### config.mk
export PLATFORM = sky130hd
export DESIGN_NAME = ansi_escape_line_filter_core
export DESIGN_NICKNAME = d
export VERILOG_FILES = /design/src/rtl/aelf_pkg.sv /design/src/rtl/ansi_escape_line_filter_core.sv /design/src/rtl/aelf_front.sv /design/src/rtl/aelf_queue.sv /design/src/rtl/aelf_back.sv
export SDC_FILE = /design/constraint.sdc
export NUM_CORES = 1
export LEC_CHECK = 0
export BUFFER_PORTS_ARGS = -buffer_cell sky130_fd_sc_hd__clkbuf_2
export CAP_MARGIN = 5
export CORE_AREA = 2 2 122 148
export DETAILED_ROUTE_END_ITERATION = 10
export DIE_AREA = 0 0 124 150
export PLACE_DENSITY = 0.5
export SYNTH_ARGS = -nofsm -noshare
export SYNTH_HDL_FRONTEND = slang
export SYNTH_SLANG_ARGS = --single-unit
### constraint.sdc
create_clock -name clk -period 6.7 [get_ports clk]
set_clock_uncertainty 0.05 [all_clocks]
set_input_delay 2.01 -clock clk [delete_from_list [all_inputs] [get_ports clk]]
set_output_delay 2.01 -clock clk [all_outputs]
set_load 0.02 [all_outputs]
### src/rtl/aelf_pkg.sv
`default_nettype none

package aelf_pkg;

  // escape tracking
  typedef enum logic [1:0] {
    PH_NORMAL    = 2'd0,
    PH_AFTER_ESC = 2'd1,
    PH_IN_SEQ    = 2'd2
  } phase_t;

  typedef struct packed {
    logic [7:0] ch;
    logic       le;
    logic       fin;
  } result_t;

  // one queued item: one or two result beats
  typedef struct packed {
    result_t r0;
    result_t r1;
    logic    two;
  } record_t;

  typedef struct packed {
    phase_t     phase;
    logic       nul;
    logic       emit;
    logic [7:0] ch;
  } text_t;

  localparam logic [7:0] C_NUL      = 8'h00;
  localparam logic [7:0] C_NL       = 8'h0A;
  localparam logic [7:0] C_ESC      = 8'h1B;
  localparam logic [7:0] C_SPACE    = 8'h20;
  localparam logic [7:0] C_DOT      = 8'h2E;
  localparam logic [7:0] C_FINAL_LO = 8'h40;
  localparam logic [7:0] C_CAP_O    = 8'h4F;
  localparam logic [7:0] C_LBRACK   = 8'h5B;
  localparam logic [7:0] C_FINAL_HI = 8'h7E;
  localparam logic [7:0] C_DEL      = 8'h7F;
  localparam logic [7:0] C_UP_A     = 8'h41;
  localparam logic [7:0] C_UP_Z     = 8'h5A;
  localparam logic [7:0] C_LO_A     = 8'h61;
  localparam logic [7:0] C_LO_Z     = 8'h7A;

  localparam int QUEUE_DEPTH_DEFAULT = 4;

  // config space
  localparam int ADDR_W    = 3;
  localparam int REG_IDX_W = ADDR_W - 2;
  localparam logic [REG_IDX_W-1:0] REG_ALPHA_ONLY = '0;

  // one non-newline byte through the escape filter
  function automatic text_t text_step(phase_t ph, logic [7:0] c, logic letters);
    text_t t;
    logic  kept;
    kept    = 1'b0;
    t.phase = ph;
    t.nul   = 1'b0;
    t.emit  = 1'b0;
    t.ch    = c;
    priority if (c == C_NUL) begin
      t.nul   = 1'b1;
      t.phase = PH_NORMAL;
    end else if (ph == PH_IN_SEQ) begin
      if (c >= C_FINAL_LO && c <= C_FINAL_HI) t.phase = PH_NORMAL;
    end else if (ph == PH_AFTER_ESC && (c == C_LBRACK || c == C_CAP_O)) begin
      t.phase = PH_IN_SEQ;
    end else begin
      t.phase = PH_NORMAL;
      if (c == C_ESC) begin
        t.phase = PH_AFTER_ESC;
      end else if (c >= C_SPACE && c < C_DEL) begin
        if (letters) begin
          kept = (c >= C_UP_A && c <= C_UP_Z) || (c >= C_LO_A && c <= C_LO_Z) ||
                 (c == C_SPACE);
        end else begin
          kept = 1'b1;
        end
        t.emit = kept;
      end
    end
    return t;
  endfunction

endpackage

`default_nettype wire

### src/rtl/ansi_escape_line_filter_core.sv
// Line filter for a terminal byte stream: strips ANSI escapes and control bytes.
// Input channel (in_valid/in_stall): one raw byte per beat, or an end_of_stream
//   marker. Bytes are taken one per cycle while the internal queue has room.
// Output channel (out_valid/out_stall): one kept character, a line_end marker
//   or the finished marker per beat; last flags the final beat of each input.
// Path: a result is written into the queue, then loaded into the output register.
// Throughput: one input per cycle while the queue has room; an input giving two
//   results (released dot plus a character, or line end plus finished) takes
//   two output beats, and the queue absorbs that until it fills.
// Receiver stall holds the output register; the queue then fills and in_stall
//   rises once QUEUE_DEPTH records wait. in_stall follows the queue alone, so
//   while it is full every input waits, even one that would give no result.
// After finished, later inputs are taken and dropped.
// Reset (rst, synchronous) clears the queue, the line state and alpha_only.
// Config: APB register 0 at address 0, bit 0 = alpha_only; write while idle.
`default_nettype none

module ansi_escape_line_filter_core #(
  parameter int QUEUE_DEPTH = aelf_pkg::QUEUE_DEPTH_DEFAULT
) (
  input  wire logic                        clk,
  input  wire logic                        rst,
  // config
  input  wire logic                        psel,
  input  wire logic                        penable,
  input  wire logic                        pwrite,
  input  wire logic [aelf_pkg::ADDR_W-1:0] paddr,
  input  wire logic [31:0]                 pwdata,
  output logic      [31:0]                 prdata,
  output logic                             pready,
  // input beats
  input  wire logic                        in_valid,
  output logic                             in_stall,
  input  wire logic [7:0]                  in_byte,
  input  wire logic                        end_of_stream,
  // output beats
  output logic                             out_valid,
  input  wire logic                        out_stall,
  output logic [7:0]                       out_char,
  output logic                             line_end,
  output logic                             finished,
  output logic                             last
);

  logic                            alpha_only;
  logic [aelf_pkg::REG_IDX_W-1:0]  reg_idx;
  logic                            q_push, q_pop, q_full, q_nonempty;
  aelf_pkg::record_t               push_rec, q_head;

  // register file: a single bit
  assign pready  = 1'b1;
  assign reg_idx = paddr[aelf_pkg::ADDR_W-1:2];

  always_comb begin
    prdata = '0;
    if (reg_idx == aelf_pkg::REG_ALPHA_ONLY) prdata[0] = alpha_only;
  end

  always_ff @(posedge clk) begin
    if (rst) begin
      alpha_only <= 1'b0;
    end else if (psel && penable && pwrite && reg_idx == aelf_pkg::REG_ALPHA_ONLY) begin
      alpha_only <= pwdata[0];
    end
  end

  // front: line/escape state, builds one record per input that gives results
  aelf_front u_front (
    .clk           (clk),
    .rst           (rst),
    .in_valid      (in_valid),
    .in_stall      (in_stall),
    .in_byte       (in_byte),
    .end_of_stream (end_of_stream),
    .alpha_only    (alpha_only),
    .q_full        (q_full),
    .push          (q_push),
    .push_rec      (push_rec)
  );

  // short queue decouples the front from the output stall
  aelf_queue #(
    .DEPTH (QUEUE_DEPTH)
  ) u_queue (
    .clk      (clk),
    .rst      (rst),
    .push     (q_push),
    .push_rec (push_rec),
    .pop      (q_pop),
    .full     (q_full),
    .nonempty (q_nonempty),
    .head     (q_head)
  );

  // back: splits records into beats, holds the output register
  aelf_back u_back (
    .clk        (clk),
    .rst        (rst),
    .q_nonempty (q_nonempty),
    .q_head     (q_head),
    .q_pop      (q_pop),
    .out_valid  (out_valid),
    .out_stall  (out_stall),
    .out_char   (out_char),
    .line_end   (line_end),
    .finished   (finished),
    .last       (last)
  );

endmodule

`default_nettype wire

### src/rtl/aelf_front.sv
`default_nettype none

module aelf_front (
  input  wire logic              clk,
  input  wire logic              rst,
  input  wire logic              in_valid,
  output logic                   in_stall,
  input  wire logic [7:0]        in_byte,
  input  wire logic              end_of_stream,
  input  wire logic              alpha_only,
  input  wire logic              q_full,
  output logic                   push,
  output aelf_pkg::record_t      push_rec
);

  aelf_pkg::phase_t phase, phase_next;
  logic at_line_start, at_line_start_next;
  logic dot_held, dot_held_next;
  logic line_nonempty, line_nonempty_next;
  logic discard_rest, discard_rest_next;
  logic stopped, stopped_next;

  logic acc;
  logic is_nl, is_dot, is_nul;
  aelf_pkg::text_t t_dot, t_c;

  assign in_stall = q_full;
  assign acc      = in_valid && !q_full && !stopped;

  // classify
  always_comb begin
    is_nl  = (in_byte == aelf_pkg::C_NL);
    is_dot = (in_byte == aelf_pkg::C_DOT);
    is_nul = (in_byte == aelf_pkg::C_NUL);
    t_dot  = aelf_pkg::text_step(phase, aelf_pkg::C_DOT, alpha_only);
    t_c    = aelf_pkg::text_step(dot_held ? t_dot.phase : phase, in_byte, alpha_only);
  end

  // next state
  always_comb begin
    phase_next         = phase;
    at_line_start_next = at_line_start;
    dot_held_next      = dot_held;
    line_nonempty_next = line_nonempty;
    discard_rest_next  = discard_rest;
    stopped_next       = stopped;
    if (acc) begin
      priority if (end_of_stream) begin
        stopped_next = 1'b1;
      end else if (is_nl) begin
        if (dot_held) stopped_next = 1'b1;
        phase_next         = aelf_pkg::PH_NORMAL;
        at_line_start_next = 1'b1;
        dot_held_next      = 1'b0;
        line_nonempty_next = 1'b0;
        discard_rest_next  = 1'b0;
      end else if (discard_rest) begin
        at_line_start_next = 1'b0;
      end else if (at_line_start && is_dot) begin
        at_line_start_next = 1'b0;
        dot_held_next      = 1'b1;
      end else begin
        at_line_start_next = 1'b0;
        dot_held_next      = 1'b0;
        if (dot_held && is_nul) begin
          stopped_next = 1'b1;
        end else begin
          phase_next         = t_c.phase;
          discard_rest_next  = t_c.nul;
          line_nonempty_next = line_nonempty | t_c.emit | (dot_held & t_dot.emit);
        end
      end
    end
  end

  // record to queue
  always_comb begin
    aelf_pkg::result_t rc0, rc1;
    logic has;
    logic e0;
    rc0      = '{ch: 8'h00, le: 1'b0, fin: 1'b0};
    rc1      = rc0;
    has      = 1'b0;
    e0       = dot_held & t_dot.emit;
    push_rec = '0;
    priority if (end_of_stream) begin
      has = 1'b1;
      if (!dot_held && line_nonempty) begin
        rc0.le        = 1'b1;
        rc1.fin       = 1'b1;
        push_rec.two  = 1'b1;
      end else begin
        rc0.fin = 1'b1;
      end
    end else if (is_nl) begin
      if (dot_held) begin
        rc0.fin = 1'b1;
        has     = 1'b1;
      end else if (line_nonempty) begin
        rc0.le = 1'b1;
        has    = 1'b1;
      end
    end else if (discard_rest || (at_line_start && is_dot)) begin
      has = 1'b0;
    end else if (dot_held && is_nul) begin
      rc0.fin = 1'b1;
      has     = 1'b1;
    end else begin
      if (e0 && t_c.emit) begin
        rc0.ch       = aelf_pkg::C_DOT;
        rc1.ch       = t_c.ch;
        push_rec.two = 1'b1;
        has          = 1'b1;
      end else if (e0) begin
        rc0.ch = aelf_pkg::C_DOT;
        has    = 1'b1;
      end else if (t_c.emit) begin
        rc0.ch = t_c.ch;
        has    = 1'b1;
      end
    end
    push_rec.r0 = rc0;
    push_rec.r1 = rc1;
    push        = acc && has;
  end

  always_ff @(posedge clk) begin
    if (rst) begin
      phase         <= aelf_pkg::PH_NORMAL;
      at_line_start <= 1'b1;
      dot_held      <= 1'b0;
      line_nonempty <= 1'b0;
      discard_rest  <= 1'b0;
      stopped       <= 1'b0;
    end else begin
      phase         <= phase_next;
      at_line_start <= at_line_start_next;
      dot_held      <= dot_held_next;
      line_nonempty <= line_nonempty_next;
      discard_rest  <= discard_rest_next;
      stopped       <= stopped_next;
    end
  end

endmodule

`default_nettype wire

### src/rtl/aelf_queue.sv
`default_nettype none

module aelf_queue #(
  parameter int DEPTH = aelf_pkg::QUEUE_DEPTH_DEFAULT  // 2 or more
) (
  input  wire logic              clk,
  input  wire logic              rst,
  input  wire logic              push,
  input  wire aelf_pkg::record_t push_rec,
  input  wire logic              pop,
  output logic                   full,
  output logic                   nonempty,
  output aelf_pkg::record_t      head
);

  localparam int PTR_W = $clog2(DEPTH);
  localparam int CNT_W = $clog2(DEPTH + 1);

  aelf_pkg::record_t  slots [DEPTH];
  logic [PTR_W-1:0]   wr_ptr, wr_ptr_next;
  logic [PTR_W-1:0]   rd_ptr, rd_ptr_next;
  logic [CNT_W-1:0]   count, count_next;
  logic               do_push, do_pop;

  assign full     = (count == CNT_W'(DEPTH));
  assign nonempty = (count != '0);
  assign head     = slots[rd_ptr];
  assign do_push  = push && !full;
  assign do_pop   = pop && nonempty;

  always_comb begin
    wr_ptr_next = wr_ptr;
    rd_ptr_next = rd_ptr;
    count_next  = count;
    if (do_push) begin
      wr_ptr_next = (wr_ptr == PTR_W'(DEPTH - 1)) ? '0 : wr_ptr + 1'b1;
    end
    if (do_pop) begin
      rd_ptr_next = (rd_ptr == PTR_W'(DEPTH - 1)) ? '0 : rd_ptr + 1'b1;
    end
    unique case ({do_push, do_pop})
      2'b10:   count_next = count + 1'b1;
      2'b01:   count_next = count - 1'b1;
      default: count_next = count;
    endcase
  end

  always_ff @(posedge clk) begin
    if (rst) begin
      wr_ptr <= '0;
      rd_ptr <= '0;
      count  <= '0;
    end else begin
      wr_ptr <= wr_ptr_next;
      rd_ptr <= rd_ptr_next;
      count  <= count_next;
    end
  end

  always_ff @(posedge clk) begin
    if (do_push) slots[wr_ptr] <= push_rec;
  end

endmodule

`default_nettype wire

### src/rtl/aelf_back.sv
`default_nettype none

module aelf_back (
  input  wire logic              clk,
  input  wire logic              rst,
  input  wire logic              q_nonempty,
  input  wire aelf_pkg::record_t q_head,
  output logic                   q_pop,
  output logic                   out_valid,
  input  wire logic              out_stall,
  output logic [7:0]             out_char,
  output logic                   line_end,
  output logic                   finished,
  output logic                   last
);

  logic              out_valid_next;
  logic              sec_valid, sec_valid_next;
  aelf_pkg::result_t sec, sec_next;
  aelf_pkg::result_t cur, cur_next;
  logic              last_next;
  logic              load;

  assign load  = !out_valid || !out_stall;
  assign q_pop = load && !sec_valid && q_nonempty;

  assign out_char = cur.ch;
  assign line_end = cur.le;
  assign finished = cur.fin;

  always_comb begin
    out_valid_next = out_valid;
    sec_valid_next = sec_valid;
    sec_next       = sec;
    cur_next       = cur;
    last_next      = last;
    if (load) begin
      priority if (sec_valid) begin
        cur_next       = sec;
        last_next      = 1'b1;
        out_valid_next = 1'b1;
        sec_valid_next = 1'b0;
      end else if (q_nonempty) begin
        cur_next       = q_head.r0;
        last_next      = !q_head.two;
        out_valid_next = 1'b1;
        sec_valid_next = q_head.two;
        sec_next       = q_head.r1;
      end else begin
        out_valid_next = 1'b0;
      end
    end
  end

  always_ff @(posedge clk) begin
    if (rst) begin
      out_valid <= 1'b0;
      sec_valid <= 1'b0;
    end else begin
      out_valid <= out_valid_next;
      sec_valid <= sec_valid_next;
    end
  end

  always_ff @(posedge clk) begin
    sec  <= sec_next;
    cur  <= cur_next;
    last <= last_next;
  end

endmodule

`default_nettype wire

==> flow_summary.ini <==
[power]
clockPowerShare_pct = 34.2
pwr-share-seq_pct = 42.9
p_per_area_nw_per_um2 = 383
p_comb_share_pct = 22.8
power_leakage_nw = 2.16
cellInternalPower_w = 0.00169
switching_share_pct = 28.1
peakVddDrop_mv = 0.124
p_switching_w = 0.000660

[finish]
n_fill_cell = 1696
fin_area_um2 = 6120
antenna_cells_inserted = 0
area_growth_pct = 16.4
layout_commonest_cell = edfxtp_1
final-seq-area_um2 = 3380
nets = 458
multi_input_area_um2 = 1690
layout_common_cells = edfxtp_1, conb_1, clkbuf_2
drive_gt1_share_pct = 25.7

[place]
routabilityCongestion = 0.832
portBuffers = 31
place_hpwl_um = 6390
place_area_um2 = 5600

[drt]
wl_um = 10100
antenna_left = 0
routedWlPerCell_um = 15.9
drc_errors = 0
drt_pass1_iterations = 5
vias = 2857
drt_iter0_drc = 140
via_per_inst = 4.52

[worst_setup_path]
critPathRequiredTime_ns = 4.64
arrival_ns = 2.36
path_class = input pin to output port
crit_start = paddr[2]
crit_path_end_kind = output port
worstPathMaxFanout = 2
rr_worst_depth = 11
worstReg2RegEnd = u_queue.count[2]
cp-start-kind = input pin
timing.rr.start = u_front.dot_held
crit_path_end = prdata[0]
r2r_slack_ns = 3.89

[grt]
grt_util_all_layers_pct = 11.6
grt_pass1_vias = 2934
grt_overflow = 0
grt_pass1_wl_um = 15600
antenna_found_initial = 0
grt_max_degree = 21

[clock_tree]
cts_buffer_depth = 2
path_clk_slew_ns = 0.05
cts-root-buf = clkbuf_16
cts_tree = done
htreeDepth = 4
cts_resized = 0
cts_setup_buffers = 0
hold_buffers = 0
clk_latency_ns = 0.40
cts_made_buffers = 17
cts_num_sinks = 119

[logic_synthesis]
syn_area_um2 = 5260
avgSynthCellArea_um2 = 15.1
yosysSeqAreaShare_pct = 64.3
synth_ff_type = edfxtp_1
netlist_top_cells_area = edfxtp_1, mux4_2, dfxtp_1
synth_top_area_share_pct = 57.1
yosysUniqueCellTypes = 56
synth-seq-cells = 119
yosys_warnings = 0
synth_area_leader_cell = edfxtp_1
synth-edff-count = 100
synth_cells = 349
synthArstFlopShare_pct = 0

[timing]
drv_slew = 0
relSlewSlack_pct = 47.9
tns_ns = 0
worstMarginPinSlew_ns = 0.781
finalSetupViolations = 0
rsz0062_at_grt = false
fin_crit_sh_pct = 66.0
layout_min_cycle_time_ns = 4.42
hold_violations = 0
max_freq_mhz = 226

[min_path]
hold_path_class = flop to flop

[die]
core_area_um2 = 17200
io_pins = 97
die_area_um2 = 18600
fp.dieW_um = 124
rows = 53
die_h_um = 150
initial_core_util_pct = 30.5

[run]
drv_cap = 0

[outcome]
outcome = finished clean
==> registers in the layout, summed over array words and instances (netlist names), named ones only <==
signal                 cells
u_queue.rd_ptr             2
u_back.out_char            8
u_front.at_line_start      1
u_front.dot_held           1
u_back.line_end            1
u_front.phase              2
u_back.sec                 9
alpha_only                 1
u_back.out_valid           1
u_front.discard_rest       1
u_queue.wr_ptr             2
u_back.last                1
u_back.sec_valid           1
u_front.line_nonempty      1
u_queue.count              3
u_queue.slots             80
u_front.stopped            1
u_back.finished            1
==> power by group through the flow <==
stage | Clock, W | Sequential (W) | Combinational (W)
final | 0.000804 | 0.00101 | 0.000536
after global placement | 0 | 0.00102 | 0.000545
after global routing | 0.000858 | 0.00102 | 0.000599
after detailed placement | 0 | 0.00103 | 0.000551
after floorplan | 0 | 0.00106 | 0.000357
after CTS | 0.000825 | 0.00101 | 0.000554
==> critical path, cell delays in order <==
cell and delay, ns:
clkbuf_2 0.09, nor2b_1 0.09, clkbuf_2 0.17
==> how the worst min path moves through the flow <==
stage / from / to / cells past startpoint
2_1_floorplan: u_front.at_line_start / u_front.at_line_start / 2
3_3_place_gp: u_front.stopped / u_front.stopped / 2
3_5_place_dp: u_front.stopped / u_front.stopped / 2
4_1_cts: u_front.stopped / u_front.stopped / 2
5_1_grt: u_front.stopped / u_front.stopped / 2
6_report: u_front.stopped / u_front.stopped / 2
==> cell usage after synthesis, drive strengths merged, types with 2 or more instances <==
cell and n:
nand4 3, or3 2, conb 2, o21ai 6, or4 2, a211oi 2, nor3b 6, mux2 9
nor3 7, and3 6, nor2 15, nor2b 2, edfxtp 100, nand3 7, o21a 8, a31oi 2
clkbuf 7, dfxtp 19, o211ai 2, nand3b 2, nand4b 2, nand2b 2, inv 10, mux4 20
xor2 2, mux2i 3, ha 6, o31ai 3, nor4 4, a21oi 13, buf 38, and2 11
nand2 13
==> per-stage QoR <==
stage	util [%]	power [W]	hold WS, ns	worst slack [ns]	cells
floorplan	-	0.00142	0.386	2.12	387
global placement	32.5	0.00157	0.397	1.95	601
detailed placement	32.5	0.00158	0.407	1.89	601
CTS	35.5	0.00239	0.415	2.27	632
global route	35.5	0.00248	0.455	2.13	632
finish	35.5	0.00235	0.413	2.28	632
==> per-layer routing <==
layer  global-route usage, %  vias to the layer above  share of wire (%)
met2                    20.5                       62                 56
met4                    5.11                        0               0.68
met1                    12.8                     1434                 40
met5                       0                        -                  0
li1                        -                     1359                  -
met3                    3.47                        2                3.6
==> cells by family (layout without fill, tap and decap cells) <==
family	count (synthesis)	in the layout	share of synthesized area [%]
simple gates	89	89	10.4
flops	119	119	64.3
compound gates	42	42	5.42
mux	32	32	11.1
buf+inv	55	80	6.40
fa+ha+maj	7	7	1.81
other cells	2	40	0.143
xor+xnor	3	3	0.499
==> area by class of cell <==
cell class | instances | share of cell area [%]
multi-input cells | 213 | 27.6
well taps | 220 | 4.50
inverters | 10 | 0.613
clock buffers | 20 | 7.13
clock inverters | 11 | 1.39
flip-flops and latches | 119 | 55.3
repair buffers | 39 | 3.51
Note: power is estimated with default switching activity, not from simulation.
